### src/iolm_ram.sv
// ----------------------------------------------------------------------------
// Generic RAM
// One write port and one read port, read data registered.
// ----------------------------------------------------------------------------
module iolm_ram #(
	parameter int WIDTH = 16,
	parameter int DEPTH = 64
) (
	input  logic                                   clk,
	input  logic                                   we,
	input  logic [(DEPTH > 1 ? $clog2(DEPTH) : 1)-1:0] waddr,
	input  logic [WIDTH-1:0]                       wdata,
	input  logic [(DEPTH > 1 ? $clog2(DEPTH) : 1)-1:0] raddr,
	output logic [WIDTH-1:0]                       rdata
);

	logic [WIDTH-1:0] mem_q [DEPTH];

	// Write port and registered read port.
	always_ff @(posedge clk) begin
		if (we) begin
			mem_q[waddr] <= wdata;
		end
		rdata <= mem_q[raddr];
	end

endmodule

### config.mk
export PLATFORM = sky130hd
export DESIGN_NAME = iolm_ram
export DESIGN_NICKNAME = d
export VERILOG_FILES = /design/src/iolm_ram.sv
export SDC_FILE = /design/constraint.sdc
export NUM_CORES = 1
export LEC_CHECK = 0
export BUFFER_PORTS_ARGS = -buffer_cell sky130_fd_sc_hd__buf_4
export CAP_MARGIN = 40
export CORE_ASPECT_RATIO = 1.25
export CORE_MARGIN = 4
export CORE_UTILIZATION = 60
export CTS_CLUSTER_DIAMETER = 60
export DETAILED_ROUTE_END_ITERATION = 6
export PLACE_DENSITY = 0.83
export SLEW_MARGIN = 10
export SYNTH_ARGS = -nofsm -noshare
export SYNTH_HDL_FRONTEND = slang
export SYNTH_SLANG_ARGS = --single-unit
### constraint.sdc
create_clock -name clk -period 3.1 [get_ports clk]
set_input_delay 0.62 -clock clk [delete_from_list [all_inputs] [get_ports clk]]
set_output_delay 0.62 -clock clk [all_outputs]
set_load 0.05 [all_outputs]
# Yosys cells after proc, flatten, opt, wreduce, memory -nomap -nowiden
# Memory sizes are Yosys's and may differ from the RTL's. A register that Yosys moved wholly into a read port is not among the register bits.
# Index checks and enable logic that the tools add are counted.
word_totals:
  ff_bits: 0
  latchBits: 0
  ramBits: 1024
  romBits: 0
  input_bits: 30
  out_inout_bits: 16
  n_memories: 1
memory_table:
  columns: ["name", "words", "word_bits", "read_ports", "rd_ports_with_merged_regs", "wr", "line", "text"]
  rows:
  - ["mem_q", 64, 16, 1, 1, 1, "17", "logic [WIDTH-1:0] mem_q [DEPTH];"]
classes:
  addsub: 0
  mul: 0
  n_div: 0
  n_lt_le_gt_ge: 0
  eq_ne: 0
  shifts: 0
  mux: 2
  bitwise_logic: 0
  reduce_logical: 0
op_table:
  columns: ["cell", "n"]
  rows:
  - ["two-way mux 1 bit", 2]

# Depth between registers and ports, before layout
# Gate-level depths: netlist of the first run.
depth:
  word_depth: 2
  mapped_depth: 10
  ltp_nobuf: 5

# Worst setup path after synthesis of the first run
# Ideal clock, no wire load.
synth_path:
  kind: "input port to flip-flop"
  startpoint: "in waddr[3] (netlist name)"
  endpoint: "mem mem_q[48][0], enable pin"
  setup_time_ns: 0.409
  t_arrival_ns: 2.246
  required_ns: 2.691
  setup_slack_ns: 0.445
  path_stages: 4
  path_buffers: 1
  cell_sequence: "clkbuf_1 nor2b_1 nand4b_1 nor3_1"
synth_rtl:
  columns: ["element", "line", "text"]
  rows:
  - ["from (decl)", "11", "input logic [(DEPTH > 1 ? $clog2(DEPTH) : 1)-1:0] waddr,"]
  - ["to (decl)", "17", null]
# Straight into the memory's write port.

==> summary.md, run 1 <==
| Metric | Value |
|---|---|
| Outcome | finished clean |
| Overall fraction of global-route tracks in use | a little over a quarter |
| Max Clk Rate | 402 MHz |
| Half-perimeter wire length after detailed placement | between 50000 and 60000 µm |
| Synth warnings | 0 |
| Setup CP Type | input port to register |
| DR vias/cell | between 6 and 7 |
| Unrepaired setup endpoints after global routing | false |
| Htree depth | 3 |
| Wire length of the first global-routing pass | 139000 µm |
| Post-CTS clock slew at the launch and capture registers of the worst setup and hold paths | approximately 60 ps |
| Total number of vias | between 15000 and 20000 |
| Share of async-settable or async-resettable flops after synthesis | 0% |
| Mapped Avg Cell Area | ~22 µm² |
| Critical path fanouts, max | 26 |
| Area Growth Syn to Fin | 12.1% |
| Crit share post-route | approximately 80% |
| Arrival time reported for the critical path endpoint | approximately 3000 ps |
| Number of port buffers | 45 |
| Via count of the first global-routing pass | 20400 |
| Resized Gates After CTS | 0 |
| Post-route DRC violation count | 0 |
| Bufs on Longest Clock Path | 3 |
| Initial DRC count | 2671 |
| Count of cell types in the netlist | 43 |
| Pin count of the biggest net entering global routing | 65 |
| Number of optimization iterations in the first detailed-route pass | 6 |
| Number of standard cells in the layout, taps in and fillers out | ~2900 |
| Most area-consuming cells after synthesis | sky130_fd_sc_hd__edfxtp_1 (77%), sky130_fd_sc_hd__mux4_2 (12%), sky130_fd_sc_hd__mux2i_1 (2.1%) |
| Post-layout nets | around 2000 |
| Worst-skew pair later-pin latency | around 670 ps |
| Worst slew margin relative to its limit | between 30 and 40% |
| Crit path buf inv count | 3 |
| Worst-case vdd ir drop | ~0.00045 V |
| Type of destination of the critical path | register |
| Crit path max-delay cell type | sky130_fd_sc_hd__mux4_2 |
| Initial core utilization | between 60 and 70% |
| Routing usage on met2 | 44.4% |
| Time the final worst path needs with I/O delays and setup | ~2500 ps |
| Routing usage on met3 | between 5 and 6% |
| Clock tree from TritonCTS | built |
| Number of endpoints failing setup at the final stage | 0 |
| Most frequent cell after synthesis | sky130_fd_sc_hd__edfxtp_1 |
| Fill count | between 3000 and 4000 |
| Mapped Nets | between 1500 and 2000 |
| Leakage component of the power | between 0.01 and 0.015 µW |
| Io pins | 46 |
| Class of the most critical hold timing path | input port to register |
| Top_reg_cell synth | sky130_fd_sc_hd__edfxtp_1 |
| R2R Path Start | mem_q[6][4] |
| Transition at the pin with the smallest max-transition slack | roughly 900 ps |
| Global routing met1 resource utilization | 34.9% |
| Crit path cell chain | buf_8 -> buf_12 -> buf_4 -> mux4_2 -> mux2i_1 -> a22oi_1 -> a31oi_1 -> a311oi_1 |
| Power density of the placed cells | between 600 and 700 nW/µm² |
| Num rows | ~110 |
| GRT overflow | 0 |
| Antenna Nets Post-Route | 0 |
| Critical path origin | raddr[0] |
| Buffer cell driving the clock tree root | sky130_fd_sc_hd__clkbuf_16 |
| DRT Wirelength | around 95000 µm |
| MaxCap Viol Count | 0 |
| Antenna violations before repair | 6 |
| Final count of pins violating max slew | 0 |
| Largest incremental delay on the critical path | about 520 ps |
| Die W | 239 µm |
| Area of the die | between 70000 and 80000 µm² |
| Number of CTS-inserted buffers | 89 |
| Routed length per instance | roughly 32 µm |
| Die Y-Extent | ~300 µm |
| Share of Yosys cell area claimed by the top area cell type | 76.8% |
| Top cells by instance count after synthesis | sky130_fd_sc_hd__edfxtp_1 (1024), sky130_fd_sc_hd__mux4_2 (220), sky130_fd_sc_hd__mux2i_1 (85) |
| Largest clock skew in the final design | ~35 ps |
| Share of final-layout standard cells stronger than drive strength 1 | between 20% and 30% |
| Placed Instances | between 2000 and 3000 |
| Cell accounting for the most synthesized area | sky130_fd_sc_hd__edfxtp_1 |
| Kind of start point of the critical path | input port |
| Post-Syn Instances | 1829 |
| Clock net sink count | roughly 1000 |
| Number of buffers inserted by post-CTS setup repair | 0 |
| Hold buffer count at CTS | 0 |
| Number of flops mapped to enable cells by yosys | 1024 |
| Total negative slack | 0 ps |
| Required time worst endpoint | 3630 ps |
| Area of the core | 66000 µm² |
| Busiest metal layer after global routing | met2 |
| Cell family with most CP delay | multiplexers |
| Final hold violation count | 0 |
| Final weighted congestion of routability-driven global placement | 0.897 |
| Netlist area before placement | 40000 µm² |
| Count of state elements after synthesis | between 1000 and 1500 |
| Beginning of the worst hold path | waddr[2] |
| Share of synthesized area occupied by flip-flops and latches | ~78% |
[cell usage in the layout (no fill, tap or decap), types with 11 or more instances in the layout]
cell type,instances
sky130_fd_sc_hd__nor2_1,71
sky130_fd_sc_hd__a21oi_1,17
sky130_fd_sc_hd__a22oi_1,39
sky130_fd_sc_hd__mux4_2,220
sky130_fd_sc_hd__a221oi_1,16
sky130_fd_sc_hd__nand4_1,12
sky130_fd_sc_hd__edfxtp_1,1024
sky130_fd_sc_hd__clkinv_2,22
sky130_fd_sc_hd__mux2i_1,85
sky130_fd_sc_hd__nand3_1,24
sky130_fd_sc_hd__buf_12,16
sky130_fd_sc_hd__buf_4,167
sky130_fd_sc_hd__mux2_2,27
sky130_fd_sc_hd__clkbuf_1,11
sky130_fd_sc_hd__nor2b_1,30
sky130_fd_sc_hd__clkbuf_16,92
sky130_fd_sc_hd__nand2_1,59
sky130_fd_sc_hd__clkinv_1,19
sky130_fd_sc_hd__dfxtp_1,16
[layout make-up]
class                           instances  area (µm²)  share of cell area [%]
Clock inverter                         53         450                    1.00
Antenna cell                            3        7.51                  0.0167
Clock buffer                          108        2410                    5.38
Tap cell                              856        1070                    2.39
Timing Repair Buffer                  186        1610                    3.60
Multi-Input combinational cell        685        8250                    18.4
Sequential cell                      1040       31100                    69.2
[logic make-up (layout without fill, tap and decap cells)]
logic type	count (synthesis)	count (layout)	synth area share [%]
AND/OR/NAND/NOR	220	220	2.65
multiplexers	336	336	15.5
AO/OA/AOI/OAI	129	129	2.41
buffers and inverters	104	347	1.83
other	0	3	0
flip-flops	1040	1040	77.6
[through the flow]
| stage | area [µm²] | utilization, % | total power (µW) | hold WS [ps] | setup WS [ps] |
|---|---|---|---|---|---|
| 6_report | 44900 | 68.0 | 28200 | 473 | 611 |
| 5_1_grt | 44900 | 68.0 | 29000 | 510 | 558 |
| 4_1_cts | 44900 | 68.0 | 28300 | 451 | 707 |
| 3_5_place_dp | 42000 | 63.7 | 17500 | 875 | 101 |
| 3_3_place_gp | 42000 | 63.7 | 17400 | 859 | 151 |
| 2_1_floorplan | 40000 | - | 16800 | 719 | 445 |
[worst reg2reg max path: stages, from the launching register on]
cell and delay (ps):
sky130_fd_sc_hd__edfxtp_1 380, sky130_fd_sc_hd__mux4_2 480, sky130_fd_sc_hd__mux2i_1 380, sky130_fd_sc_hd__a22oi_1 220, sky130_fd_sc_hd__a31oi_1 500, sky130_fd_sc_hd__a311oi_1 110
[flip-flops by register name, summed over array words and instances, names as in the netlist]
signal  cells
mem_q    1024
rdata      16
[layer usage]
metal	part of all wire (%)	vias to the layer above
li1	-	8010
met1	33	10200
met2	51	1431
met3	11	267
met4	5.3	6
met5	0.043	-
[power breakdown]
group	internal, µW	leakage [µW]	switching (µW)
sequential	15600	0.00935	55.9
clock	6060	0.00142	4910
combinational	573	0.00362	1020
[path summary, 6_finish.rpt]
path | depth (start not counted) | slack, ps | end
worst max-delay path | 8 | 610 | rdata[13]
worst min-delay path | 3 | 470 | mem_q[55][2]
worst max register to register | 5 | 930 | rdata[4]
worst min register to register | 4 | 890 | rdata[14]
(Power assumes the default switching activity.)
==> inputs of run 2 (changes only) <==
Clock period 3.1 ns to 2.51 ns, I/O delays scaled along.
==> summary.md, run 2 (synthesis results as in run 1) <==
| Metric | Value |
|---|---|
| Final weighted congestion of routability-driven global placement | 0.844 (-5.9%) |
| Leading cell type in the layout, fill and taps excluded | sky130_fd_sc_hd__edfxtp_1 |
| Number of port buffers | 45 (unchanged) |
| Class of the most critical hold timing path | input port to register |
| Die W | 239 µm (unchanged) |
| Most repeated library cell on the critical path | sky130_fd_sc_hd__buf_4 |
| Kind of start point of the critical path | register |
| Post-Route Utilization | 69.0% (+0.91 points) |
| Num rows | 105 (unchanged) |
| Commonest non-fill, non-tap cells in the layout | sky130_fd_sc_hd__edfxtp_1 (1024), sky130_fd_sc_hd__buf_4 (240), sky130_fd_sc_hd__mux4_2 (220) |
| Antenna Nets Post-Route | 0 (unchanged) |
| Power density of the placed cells | 768 nW/µm² (+22%) |
| Hold buffer count at CTS | 0 (unchanged) |
| Largest clock skew in the final design | 31.6 ps (-2.99 ps) |
| Final count of pins violating max slew | 0 (unchanged) |
| Type of destination of the critical path | register |
| Wire length of the first global-routing pass | 141000 µm (+1.5%) |
| Routed length per instance | 32.1 µm (-0.61%) |
| Arrival time reported for the critical path endpoint | 2610 ps (-400 ps) |
| Initial core utilization | 60.7% (unchanged) |
| Post-route DRC violation count | 0 (unchanged) |
| Pin count of the biggest net entering global routing | 65 (unchanged) |
| Io pins | 46 (unchanged) |
| Worst-skew pair later-pin latency | 660 ps (about the same) |
| Area Growth Syn to Fin | 13.6% |
| Clock net sink count | 1040 (unchanged) |
| Setup CP Type | register to register |
| Critical path fanouts, max | 1 (-96%) |
| Crit share post-route | 83.8% |
| Resized Gates After CTS | 0 (unchanged) |
| Largest incremental delay on the critical path | 480 ps (-40 ps) |
| Time the final worst path needs with I/O delays and setup | 2100 ps |
| Initial DRC count | 2675 (+0.15%) |
| Number of CTS-inserted buffers | 91 (+2.2%) |
| DR vias/cell | 6.75 (-0.82%) |
| Post-CTS clock slew at the launch and capture registers of the worst setup and hold paths | 60 ps (about the same) |
| Antenna violations before repair | 7 (+1) |
| Worst hold slack | 418 ps (-55.2 ps) |
| Number of endpoints failing setup at the final stage | 0 (unchanged) |
| Unrepaired setup endpoints after global routing | false |
| Area of the core | 66000 µm² (unchanged) |
| Area of the die | 71000 µm² (unchanged) |
| Final hold violation count | 0 (unchanged) |
| Crit path cell chain | mux4_2 -> mux2i_1 -> buf_4 -> a22oi_1 -> a31oi_1 -> buf_4 -> a311oi_1 |
| Share of final-layout standard cells stronger than drive strength 1 | 30.0% (+2.3 points) |
| Reg with most FFs | mem_q |
| Cell family with most CP delay | multiplexers |
| Required time worst endpoint | 3020 ps (-610 ps) |
| Worst slew margin relative to its limit | 46.1% (+6.6 points) |
| Worst-case vdd ir drop | 0.000639 V (+41%) |
| Buffer cell driving the clock tree root | sky130_fd_sc_hd__clkbuf_16 |
| Overall fraction of global-route tracks in use | 27.4% (+0.40 points) |
| Number of buffers inserted by post-CTS setup repair | 0 (unchanged) |
| Post-layout nets | 2110 (+3.8%) |
| Crit path max-delay cell type | sky130_fd_sc_hd__mux4_2 |
| Transition at the pin with the smallest max-transition slack | 808 ps (-97.9 ps) |
| Crit path buf inv count | 2 (-1) |
| Bufs on Longest Clock Path | 3 (unchanged) |
| Via count of the first global-routing pass | 20900 (+2.3%) |
| Registers with the highest flip-flop counts | mem_q x1024, rdata x16 |
| Die Y-Extent | 297 µm (unchanged) |
| Max Clk Rate | ~480 MHz |
| Htree depth | 3 (unchanged) |
| MaxCap Viol Count | 0 (unchanged) |
| Leakage component of the power | 0.0147 µW (+2.5%) |
| Outcome | finished clean |
| Clock tree from TritonCTS | built |
| GRT overflow | 0 (unchanged) |
| Half-perimeter wire length after detailed placement | 57800 µm (+5.9%) |
| Largest register FFs | 1024 (unchanged) |
| Final Power | 34900 µW (+24%) |
| DRT Wirelength | 96700 µm (+2.1%) |
| Total number of vias | 20300 (+1.8%) |
| Number of optimization iterations in the first detailed-route pass | 7 (+1) |
## run 2: path summary, 6_finish.rpt
kind                 start   endpoint  slack (ps)  depth (start not counted)
max           mem_q[17][3]   rdata[3]         410                          7
min               raddr[4]   rdata[8]         420                          3
max reg2reg   mem_q[17][3]   rdata[3]         410                          7
min reg2reg  mem_q[18][14]  rdata[14]         880                          4
## run 2: worst min-delay path: stages
cell and delay, ps:
sky130_fd_sc_hd__buf_4 230, sky130_fd_sc_hd__a21oi_1 210, sky130_fd_sc_hd__nor4_2 70
## run 2: through the flow
step | setup slack, ps | std cells | instance area [µm²] | setup TNS, ps
after floorplan | 50.2 | 1829 | 40100 | 0
after global placement | -74.3 | 2843 | 42600 | -249
after detailed placement | -103 | 2843 | 42600 | -634
after CTS | 365 | 3006 | 45500 | 0
after global routing | 367 | 3006 | 45500 | 0
final | 405 | 3010 | 45500 | 0
## run 2: area by class of cell
class                      count  area, µm²
clock inverter                47        410
clock buffer                 116       2440
timing repair buffer         262       2220
fill                        3649      20500
tap                          856       1070
multi-input combinational    685       8250
sequential                  1040      31100
antenna                        4       10.0
## run 2: power breakdown
group          switching [µW]  total, µW  internal [µW]
Combinational            1290       2090            801
Clock                    6050      13600           7510
Sequential               67.6      19300          19200
## run 2: per-layer routing
layer	global-route usage, %	vias up	wire length (µm)
li1	-	8164	-
met3	4.75	289	9130
met4	13.7	6	5860
met2	45.6	1472	49500
met5	0	-	41
met1	35.2	10400	32100
