## src/iolm_pkg.sv

```systemverilog
// ----------------------------------------------------------------------------
// I/O-wait load monitor package
// Shared widths, register indexes and types of the load monitor.
// ----------------------------------------------------------------------------
package iolm_pkg;

	// Shared divider: dividend, divisor and bit-count widths.
	localparam int DIV_W  = 52;
	localparam int DIV_DW = 32;
	localparam int DIV_NW = 6;

	// Configuration port.
	localparam int CFG_IDX_W  = 4;
	localparam int CFG_DATA_W = 16;

	localparam logic [CFG_IDX_W-1:0] REG_THRESHOLD_LOW  = 4'd0;
	localparam logic [CFG_IDX_W-1:0] REG_THRESHOLD_HIGH = 4'd1;
	localparam logic [CFG_IDX_W-1:0] REG_POLL_FAST      = 4'd2;
	localparam logic [CFG_IDX_W-1:0] REG_POLL_SLOW      = 4'd3;
	localparam logic [CFG_IDX_W-1:0] REG_ESTIMATOR_MODE = 4'd4;
	localparam logic [CFG_IDX_W-1:0] REG_WINDOW_LENGTH  = 4'd5;
	localparam logic [CFG_IDX_W-1:0] REG_EWMA_WEIGHT    = 4'd6;
	localparam logic [CFG_IDX_W-1:0] REG_TICKS_PER_SEC  = 4'd7;

	// Command to the shared divider.
	typedef struct packed {
		logic              start;
		logic [DIV_NW-1:0] nbits;
	} div_cmd_t;

endpackage

```

## src/iolm_div.sv

```systemverilog
// ----------------------------------------------------------------------------
// Shared divider
// Restoring unsigned divider, one quotient bit per cycle. The caller places
// the dividend left-justified and gives the number of bits to develop.
// ----------------------------------------------------------------------------
module iolm_div (
	input  logic                          clk,
	input  logic                          arst_n,
	input  iolm_pkg::div_cmd_t            cmd,
	input  logic [iolm_pkg::DIV_W-1:0]    dividend,
	input  logic [iolm_pkg::DIV_DW-1:0]   divisor,
	output logic                          done,
	output logic [iolm_pkg::DIV_W-1:0]    quotient
);

	logic [iolm_pkg::DIV_DW-1:0] rem_q;
	logic [iolm_pkg::DIV_DW-1:0] dsr_q;
	logic [iolm_pkg::DIV_W-1:0]  dvd_q;
	logic [iolm_pkg::DIV_W-1:0]  quo_q;
	logic [iolm_pkg::DIV_NW-1:0] cnt_q;
	logic                        busy_q;
	logic                        done_q;
	logic [iolm_pkg::DIV_DW:0]   trial;
	logic                        fits;

	// One trial subtraction a cycle.
	assign trial = {rem_q, dvd_q[iolm_pkg::DIV_W-1]};
	assign fits  = trial >= {1'b0, dsr_q};

	// Control: count down the quotient bits.
	always_ff @(posedge clk or negedge arst_n) begin
		if (!arst_n) begin
			busy_q <= 1'b0;
			done_q <= 1'b0;
			cnt_q  <= '0;
		end else begin
			done_q <= 1'b0;
			if (cmd.start) begin
				busy_q <= 1'b1;
				cnt_q  <= cmd.nbits;
			end else if (busy_q) begin
				cnt_q <= cnt_q - 1'b1;
				if (cnt_q == iolm_pkg::DIV_NW'(1)) begin
					busy_q <= 1'b0;
					done_q <= 1'b1;
				end
			end
		end
	end

	// Datapath: remainder, shifted dividend and quotient.
	always_ff @(posedge clk) begin
		if (cmd.start) begin
			rem_q <= '0;
			dsr_q <= divisor;
			dvd_q <= dividend;
			quo_q <= '0;
		end else if (busy_q) begin
			rem_q <= fits ? iolm_pkg::DIV_DW'(trial - {1'b0, dsr_q})
			              : trial[iolm_pkg::DIV_DW-1:0];
			dvd_q <= {dvd_q[iolm_pkg::DIV_W-2:0], 1'b0};
			quo_q <= {quo_q[iolm_pkg::DIV_W-2:0], fits};
		end
	end

	assign done     = done_q;
	assign quotient = quo_q;

endmodule

```

## config.mk

```make
export PLATFORM = sky130hd
export DESIGN_NAME = iolm_div
export DESIGN_NICKNAME = d
export VERILOG_FILES = /design/src/iolm_pkg.sv /design/src/iolm_div.sv
export SDC_FILE = /design/constraint.sdc
export NUM_CORES = 1
export LEC_CHECK = 0
export ABC_AREA = 0
export BUFFER_PORTS_ARGS = -buffer_cell sky130_fd_sc_hd__buf_2
export CORE_AREA = 3 3 123 125
export CTS_CLUSTER_SIZE = 10
export DETAILED_ROUTE_END_ITERATION = 8
export DIE_AREA = 0 0 126 128
export PLACE_DENSITY = 0.89
export SETUP_SLACK_MARGIN = 0.5
export SLEW_MARGIN = 10
export SYNTH_ARGS = -nofsm -noshare
export SYNTH_HDL_FRONTEND = slang
export SYNTH_SLANG_ARGS = --single-unit
```

## constraint.sdc

```tcl
create_clock -name clk -period 4.3 [get_ports clk]
set_input_delay 1.29 -clock clk [delete_from_list [all_inputs] [get_ports clk]]
set_output_delay 1.29 -clock clk [all_outputs]
set_load 0.05 [all_outputs]
```

* Yosys cells after proc, flatten, opt, wreduce, memory -nomap -nowiden
Cells that the tools add are included.
** Storage, ports and cells
- Flip-flop bits (word level) :: 176
- Output and inout port bits :: 53
- Word-level logic and storage cells :: 23
** Cells by class
- $add $sub $neg :: 2
- $lt $le $gt $ge :: 1
- Equal/unequal tests :: 1
- Muxes and demuxes :: 11
- Reduce and logical (&&, ||, !) cells :: 1
** Operators by type and width (number)
- $mux 52 :: 2
- $ge 33x32->1 :: 1
- $mux 32 :: 1
- $sub 32x32->32 :: 1
- $mux 6 :: 2
- $eq 6x1->1 const B :: 1
- $mux 1 :: 6
- $sub 6x1->6 const B :: 1
- $reduce_bool 2->1 :: 1

* Logic depth before layout (Yosys ltp)
Gate-level depths: netlist of the first run.
- Depth in word-level cells :: 4
- Gate-level depth with buffers :: 13
- Gate-level depth less buffers :: 12

* Worst setup path before layout of the first run
OpenSTA, ideal clock, no wires.
- Kind :: input to register
- From :: in cmd[6] in the netlist's numbering
- To :: reg dvd_q[0] in the netlist's numbering (enable)
- Setup time :: 0.387 ns
- Arrival time :: 2.560 ns
- Required time :: 3.913 ns
- Path slack :: 1.353 ns
- Cell stages on the path :: 3
- Cell sequence :: clkbuf_1 > clkbuf_1 > or2_2
** Between the ends
- Cells in the longest elaborated chain, start to end :: 1
** Ends and longest elaborated chain
- from (decl) :: line iolm_div.sv:9 : input iolm_pkg::div_cmd_t cmd,
- $reduce_bool 2->1 (no source line)
- to (signal assigned) :: line iolm_div.sv:56 : dvd_q <= dividend;
- to (signal assigned) :: line iolm_div.sv:61 : dvd_q <= {dvd_q[iolm_pkg::DIV_W-2:0], 1'b0};
- to (decl) :: line iolm_div.sv:18 : logic [iolm_pkg::DIV_W-1:0] dvd_q;
No other way between the ends.
A chain may end at the register's enable or synchronous reset.

* Worst setup path in the final report of the first run
- From :: reg dsr_q[18] in the netlist's numbering
- To :: reg rem_q[24] in the netlist's numbering
** Between the ends
- Cells in the longest elaborated chain, start to end :: 2
** Ends and longest elaborated chain
- from (decl) :: line iolm_div.sv:17 : logic [iolm_pkg::DIV_DW-1:0] dsr_q;
- from (signal assigned) :: line iolm_div.sv:55 : dsr_q <= divisor;
- $sub 32x32->32 / $ge 33x32->1 (equally long branches) :: line iolm_div.sv:59, iolm_div.sv:28
- $mux 32 (*) :: line iolm_div.sv:59 : rem_q <= fits ? iolm_pkg::DIV_DW'(trial - {1'b0, dsr_q})
- to (signal assigned) :: line iolm_div.sv:59
- to (decl) :: line iolm_div.sv:16 : logic [iolm_pkg::DIV_DW-1:0] rem_q;
Every way passes the cells marked *; elsewhere a longest branch is shown, timed or not.

==> results.md, run 1 <==
| Item | Value |
| --- | --- |
| Outcome | finished clean |
| Source of the worst register-to-register timing path | dsr_q[18] |
| Power density of the placed cells | 571.6 nW/um^2 |
| Psw | 1971 uW |
| Filler cell count | 982 |
| Cell taking the most area after synthesis | edfxtp_1 |
| Clock root cell | clkbuf_16 |
| Skew-Pair Late Insertion Delay | 430 ps |
| Number of setup violations in the final report | 0 |
| Total half-perimeter wirelength after legalization and detailed placement | 12280 um |
| RePlAce Congestion | 0.8918 |
| FFs w/ async S/R, synth | 4.545% |
| Count of flip-flops with a built-in enable after synthesis | 84 |
| Number of detailed-routing iterations run before antenna repair | 5 |
| Highest ir drop seen on vdd | 0.3531 mV |
| Hold path startpoint | quotient[51] |
| Kind of launch point of the worst setup path | register |
| First-pass GRT wire length | 29410 um |
| Number of nets with antenna violations after routing | 0 |
| Crit path DAT | 3600 ps |
| Effective utilization at floorplan | 61.11% |
| H-Tree Depth | 4 |
| Setup repair after global routing missed its margin | no |
| Global Route Usage Sum | 22.52% |
| Transition time at the pin with the least slew margin | 912.9 ps |
| Final-report max-slew violation count | 0 |
| DR WL/cell | 16.31 um |
| Maximum buffer depth of the clock tree | 2 |
| Synthesized flop and latch total | 176 |
| Total vias in the final route | 6233 |
| Via count of the first global-routing pass | 6175 |
| Leading cell types by total area after synthesis | edfxtp_1 30%, dfxtp_1 20%, mux2i_1 7.3%, mux2_2 6.7%, ha_1 5.0% |
| Number of distinct standard cells referenced by the synthesized netlist | 54 |
| Fraction of final layout cells sized beyond drive strength 1 | 26.13% |
| Synthesis warning total | 0 |
| Count of final hold-check violations | 0 |
| Critical path start-end classification | register to register |
| Nets in the synthesized netlist | 914 |
| Clock-pin slew on the worst setup and hold paths | 70 ps |
| Internal power | 3723 uW |
| Max FO, Critical Path | 27 |
| Worst Hold Class | register to register |
| Register share of total power | 38.7% |
| Final worst path period share | 76.43% |
| Number of violations reported at the end of detailed-routing iteration 0 | 452 |
| Number of antenna violations at the first check in global routing | 1 |
| Mapped Cells | 786 |
| WHS | 501.1 ps |
| Crit path required time | 4610 ps |
| Post-layout net count | 1041 |
| Clock buffer count from CTS | 17 |
| Combinational fraction of design power | 34.9% |
| Total Wirelength | 18050 um |
| Syn_area_per_cell | 10.88 um^2 |
| Clock network power share | 26.5% |
| Number of post-CTS setup repair buffers | 0 |
| P_leak | 0.004735 uW |
| Boundary pin count | 146 |
| # rows | 43 |
| Min Clock Period, post-route | 3286 ps |
| Count of buffers inserted at the top-level ports | 145 |
| Post-synthesis cell area | 8548 um^2 |
| DIE AREA | 16130 um^2 |
| Area of the core | 13990 um^2 |
| Highest attainable clock frequency | 0.3043 GHz |
| Grt ovf | 0 |
| Sequential share of the synthesized area | 51.52% |
| Prevailing post-synth register cell | edfxtp_1 |
| Count of max-cap constraint violations | 0 |
| Area overhead of the layout relative to synthesis | 16.53% |
| Critical path capture point type | register |
| Via density per instance | 5.631 |
| Worst-case headroom to the max-slew limit | 39.14% |
| Hold-fix buffers, CTS | 0 |
| Worst clock skew on the final layout | 10.08 ps |
| Vertical die dimension | 128 um |
| DRC violation count after routing | 0 |
| Crit path launch | dsr_q[18] |
| Fraction of power spent switching nets | 34.61% |
| DIE WIDTH | 126 um |
| Top cell type's share of synthesized area | 29.51% |
| Maximum number of pins on one net before global-route repair | 115 |
| Sinks on the clock net | 176 |
| PostCTS Resize Cnt | 0 |
| CTS tree | done |
| Final-layout setup total negative slack | 0 ps |
==> registers in the layout, summed over array words and instances (netlist names) <==
| signal | flops |
|---|---|
| busy_q | 1 |
| rem_q | 32 |
| done | 1 |
| dsr_q | 32 |
| cnt_q | 6 |
| dvd_q | 52 |
| quotient | 52 |
==> synth_stat cells (all sizes together), types with 8 or more instances <==
master / n
nor2: 103
dfxtp: 84
edfxtp: 84
mux2i: 62
mux2: 51
nand2: 47
a21oi: 38
inv: 38
clkbuf: 34
ha: 34
o21ai: 30
a21o: 20
a211oi: 19
xnor2: 19
a311oi: 11
xor2: 11
dfrtp: 8
==> path summary, 6_finish.rpt <==
check / slack [ps] / end / depth (start not counted)
min in group asynchronous: 700 / busy_q / 1
hold / removal: 500 / quotient[51] / 2
max in group asynchronous: 3410 / busy_q / 1
setup / recovery: 1010 / rem_q[24] / 11
hold reg to reg: 500 / quotient[51] / 2
setup reg to reg: 1010 / rem_q[24] / 11
==> cell type report <==
type | instances | area, um^2 | share of cell area [%]
Multi-Input combinational cell | 532 | 3831 | 38.46
Inverter | 38 | 142.6 | 1.432
Timing Repair Buffer | 148 | 767.0 | 7.700
Tap cell | 180 | 225.2 | 2.261
Sequential cell | 176 | 4408 | 44.25
Clock buffer | 21 | 493.0 | 4.949
Antenna cell | 1 | 2.502 | 0.02512
Clock inverter | 11 | 91.34 | 0.9170
==> worst max-delay path, stage by stage (launching register included) <==
cell,delay (ps)
edfxtp_1,320
inv_1,40
ha_1,350
a21o_1,220
a21o_1,170
a21oi_1,200
o211ai_1,150
o31a_1,350
o31ai_4,430
nand2_4,320
and3_1,280
o41a_1,350
==> cells in the final DEF, fill, tap and decap left out, types with 2 or more instances in the layout <==
master       n
buf_2      144
nor2_1     102
edfxtp_1    84
dfxtp_1     84
mux2i_1     62
mux2_2      51
nand2_1     46
inv_1       38
a21oi_1     36
ha_1        34
o21ai_0     30
a21o_1      20
xnor2_1     19
a211oi_1    19
clkbuf_16   19
a311oi_1    11
xor2_1      11
a31oi_1      7
nand4_1      7
dfrtp_1      7
o21a_1       6
nor3_1       6
nand3_1      6
o211ai_1     5
or3_1        5
or2_2        4
nand2b_1     4
o31a_1       4
nor2b_1      4
and3_1       4
a2bb2oi_1    3
o21bai_1     3
nor4_1       3
inv_8        3
nor3b_1      2
a21oi_2      2
clkinv_4     2
inv_6        2
buf_4        2
==> routing by layer <==
layer / track usage, % / vias up / part of all wire [%]
met5: 0 / - / 0
met4: 8.328 / 0 / 2.2
met3: 6.708 / 33 / 6.8
met2: 38.25 / 189 / 49
met1: 27.29 / 2924 / 42
li1: - / 3087 / -
==> metrics by stage <==
step	power, uW	utilization (%)	instance area, um^2	setup slack (ps)	std cells
after floorplan	3781	-	8548	1353	786
after global placement	4122	67.01	9374	1089	1074
after detailed placement	4170	67.01	9374	1046	1074
after CTS	5701	71.19	9958	1035	1106
after global routing	6026	71.21	9961	815.6	1107
final	5694	71.21	9961	1014	1107
==> cell families after synthesis <==
logic type / synth area share (%)
simple gates: 10.48
mux: 13.98
fa+ha+maj: 5.211
xor+xnor: 3.074
compound gates: 12.08
flops: 51.52
buf+inv: 3.659
==> power by group through the flow <==
stage | clock, uW | combinational (uW) | sequential, uW
finish | 1510 | 1990 | 2200
global route | 1590 | 2200 | 2230
CTS | 1530 | 1970 | 2200
detailed placement | 0 | 1940 | 2230
global placement | 0 | 1910 | 2220
floorplan | 0 | 1580 | 2200
No activity file was read; power rests on OpenSTA's default activity.
==> run 2: changes to the inputs <==
--- a/config.mk
+++ b/config.mk
@@ -7,11 +7,11 @@
 export LEC_CHECK = 0
 export ABC_AREA = 0
 export BUFFER_PORTS_ARGS = -buffer_cell sky130_fd_sc_hd__buf_2
-export CORE_AREA = 3 3 123 125
+export CORE_AREA = 3 3 127 129
 export CTS_CLUSTER_SIZE = 10
 export DETAILED_ROUTE_END_ITERATION = 8
-export DIE_AREA = 0 0 126 128
-export PLACE_DENSITY = 0.89
+export DIE_AREA = 0 0 130 132
+export PLACE_DENSITY = 0.85
 export SETUP_SLACK_MARGIN = 0.5
 export SLEW_MARGIN = 10
 export SYNTH_ARGS = -nofsm -noshare
==> constraint.sdc (replaced) <==
create_clock -name clk -period 3.15 [get_ports clk]
set_input_delay 0.945 -clock clk [delete_from_list [all_inputs] [get_ports clk]]
set_output_delay 0.945 -clock clk [all_outputs]
set_load 0.05 [all_outputs]
==> run 2 against run 1 <==
Effect of this change:
- largest power group is now combinational logic
- highest routed layer unchanged
- worst hold slack worse by 160 ps
- combinational power is 94% higher
- sequential power is 39% higher
- core utilization shrank 0.072 points
- sequential cell count stayed put
- first-iteration DRC count up 45%
==> results.md, run 2 (synthesized netlist as in run 1, its figures left out) <==
| Item | Value | Delta |
| --- | --- | --- |
| Clock-pin slew on the worst setup and hold paths | 80 ps | was 70 ps |
| Area overhead of the layout relative to synthesis | 26.04% | was 16.53% |
| Skew-Pair Late Insertion Delay | 430 ps | about the same |
| Crit path required time | 3460 ps | was 4610 ps |
| Via count of the first global-routing pass | 6460 | was 6175 |
| Vertical die dimension | 132 um | was 128 um |
| Via density per instance | 5.858 | was 5.631 |
| Cell with the largest stage delay on the worst path | a311oi_1 | was o31ai_4 |
| Share of the core filled with cells | 71.14% | was 71.21% |
| DR WL/cell | 18.14 um | was 16.31 um |
| Commonest cells after routing, fill and taps aside | 144 x buf_2, 100 x nor2_1, 84 x edfxtp_1, 82 x dfxtp_1, 62 x mux2i_1 | was 144 x buf_2, 102 x nor2_1, 84 x edfxtp_1, 84 x dfxtp_1, 62 x mux2i_1 |
| Outcome | finished clean | unchanged |
| Register cell area after layout | 4410 um^2 | was 4408 um^2 |
| Worst clock skew on the final layout | 13.69 ps | was 10.08 ps |
| Non-Filler Instances | 1158 | was 1107 |
| DIE WIDTH | 130 um | was 126 um |
| Number of antenna violations at the first check in global routing | 1 | unchanged |
| Count of max-cap constraint violations | 0 | unchanged |
| H-Tree Depth | 4 | unchanged |
| Total half-perimeter wirelength after legalization and detailed placement | 12390 um | was 12280 um |
| Min Clock Period, post-route | 2959 ps | was 3286 ps |
| Highest attainable clock frequency | 0.3380 GHz | was 0.3043 GHz |
| Count of final hold-check violations | 0 | unchanged |
| Number of violations reported at the end of detailed-routing iteration 0 | 654 | was 452 |
| Number of detailed-routing iterations run before antenna repair | 6 | was 5 |
| Maximum buffer depth of the clock tree | 2 | unchanged |
| CTS tree | done | unchanged |
| Transition time at the pin with the least slew margin | 714.8 ps | was 912.9 ps |
| # rows | 45 | was 43 |
| Maximum cell stage delay along the critical path | 380 ps | was 430 ps |
| Filler cell count | 1047 | was 982 |
| Worst Hold Class | primary input to async pin | was register to register |
| DIE AREA | 17160 um^2 | was 16130 um^2 |
| Min setup slack post-route | 191.4 ps | was 1014 ps |
| Final-report max-slew violation count | 0 | unchanged |
| DRC violation count after routing | 0 | unchanged |
| Critical path start-end classification | register to register | unchanged |
| Cell breakdown of the critical path | inv_2 > ha_4 > a21o_1 > a21o_1 > a21oi_1 > o211ai_1 > o31a_1 > o31a_1 > nor2_4 > buf_12 > nand2_1 > a311oi_1 | was inv_1 > ha_1 > a21o_1 > a21o_1 > a21oi_1 > o211ai_1 > o31a_1 > o31ai_4 > nand2_4 > and3_1 > o41a_1 |
| Critical path capture point type | register | unchanged |
| Placed Area | 9472 um^2 | was 9374 um^2 |
| Area of the core | 15150 um^2 | was 13990 um^2 |
| Post-layout net count | 1084 | was 1041 |
| Multi-input gate area in the final layout | 4204 um^2 | was 3831 um^2 |
| Boundary pin count | 146 | unchanged |
| Commonest non-fill, non-tap cell in the layout | buf_2 | unchanged |
| Count of buffers inserted at the top-level ports | 145 | unchanged |
| Setup repair after global routing missed its margin | yes | was no |
| Kind of cell adding the most delay to the critical path | compound AO/OA/AOI/OAI gates | unchanged |
| First-pass GRT wire length | 31520 um | was 29410 um |
| Total Wirelength | 21010 um | was 18050 um |
| Number of setup violations in the final report | 0 | unchanged |
| Kind of launch point of the worst setup path | register | unchanged |
| Sinks on the clock net | 176 | unchanged |
| P_leak | 0.005003 uW | was 0.004735 uW |
| Fraction of final layout cells sized beyond drive strength 1 | 36.12% | was 26.13% |
| Total vias in the final route | 6783 | was 6233 |
| Count of placed standard cells including taps | 1089 | was 1074 |
| Final-layout setup total negative slack | 0 ps | unchanged |
| Highest ir drop seen on vdd | 0.5503 mV | was 0.3531 mV |
| Post-route design area | 10770 um^2 | was 9961 um^2 |
| Crit path DAT | 3270 ps | was 3600 ps |
| Global Route Usage Sum | 22.71% | was 22.52% |
| Effective utilization at floorplan | 56.44% | was 61.11% |
| RePlAce Congestion | 0.8873 | was 0.8918 |
| Clock root cell | clkbuf_16 | unchanged |
| Clock buffer count from CTS | 17 | unchanged |
| Placement-stage worst setup slack | 117.2 ps | was 1046 ps |
| Number of nets with antenna violations after routing | 0 | unchanged |
| Critical path buffers and inverters | 2 | was 1 |
| Grt ovf | 0 | unchanged |
| Max FO, Critical Path | 6 | was 27 |
| Final worst path period share | 93.92% | was 76.43% |
| Maximum number of pins on one net before global-route repair | 82 | was 115 |
| Worst-case headroom to the max-slew limit | 52.35% | was 39.14% |
| Power density of the placed cells | 836.8 nW/um^2 | was 571.6 nW/um^2 |
run 2: cell types whose count changed in the layout (fill, tap and decap cells not counted), sizes merged:
cell | previous run | this run
inv | 44 | 43
buf | 148 | 190
clkinv | 4 | 1
bufinv | 0 | 2
clkbuf | 21 | 23
clkinvlp | 1 | 2
run 2: layout make-up:
| type | count | share of cell area (%) |
|---|---|---|
| Clock inverter | 10 | 1.161 |
| Multi-Input combinational cell | 532 | 39.02 |
| Timing Repair Buffer | 191 | 11.14 |
| Antenna cell | 1 | 0.02323 |
| Tap cell | 188 | 2.183 |
| Inverter | 38 | 1.324 |
| Sequential cell | 176 | 40.94 |
| Clock buffer | 22 | 4.216 |
run 2: routing by layer:
layer	global-route usage (%)	vias to the layer above	part of all wire, %
li1	-	3172	-
met1	28.63	3182	39
met2	37.56	339	49
met3	5.956	90	7.7
met4	8.141	0	3.7
met5	0	-	0
run 2: report_power, final:
part | switching, uW | internal, uW
Clock | 895 | 1200
Sequential | 294 | 2760
Combinational | 2010 | 1860
run 2: worst paths after layout:
path                       slack [ps]  startpoint  endpoint  cells after the start
max in group asynchronous        2620      arst_n    busy_q                      1
max                               190   dsr_q[18]  rem_q[0]                     12
max reg2reg                       190   dsr_q[18]  rem_q[0]                     12
min reg2reg                       510    rem_q[6]  rem_q[6]                      2
min                               340      arst_n  cnt_q[3]                      1
min in group clk                  510    rem_q[6]  rem_q[6]                      2
run 2: per-stage QoR:
stage,power [uW],hold WS (ps)
6_report,9016,344.3
5_1_grt,9418,354.3
4_1_cts,8448,346.1
3_5_place_dp,5784,479.5
3_3_place_gp,5720,470.8
2_1_floorplan,5181,458.8
run 2: worst reg2reg max path, stage by stage (launching register included):
cell      delay (ps)
edfxtp_1         370
inv_2             80
ha_4             220
a21o_1           210
a21o_1           180
a21oi_1          190
o211ai_1         130
o31a_1           340
o31a_1           350
nor2_4           190
buf_12           140
nand2_1           70
a311oi_1         380
run 2: repair_timing:
action | 4_1_cts | 5_1_grt
setup buffers | 26 | 7
setup endpoints to repair | 33 | 33
gates resized for setup | 42 | 47
pin swaps | 33 | 32
cloned | 1 | 2
hold buffers | 0 | 0
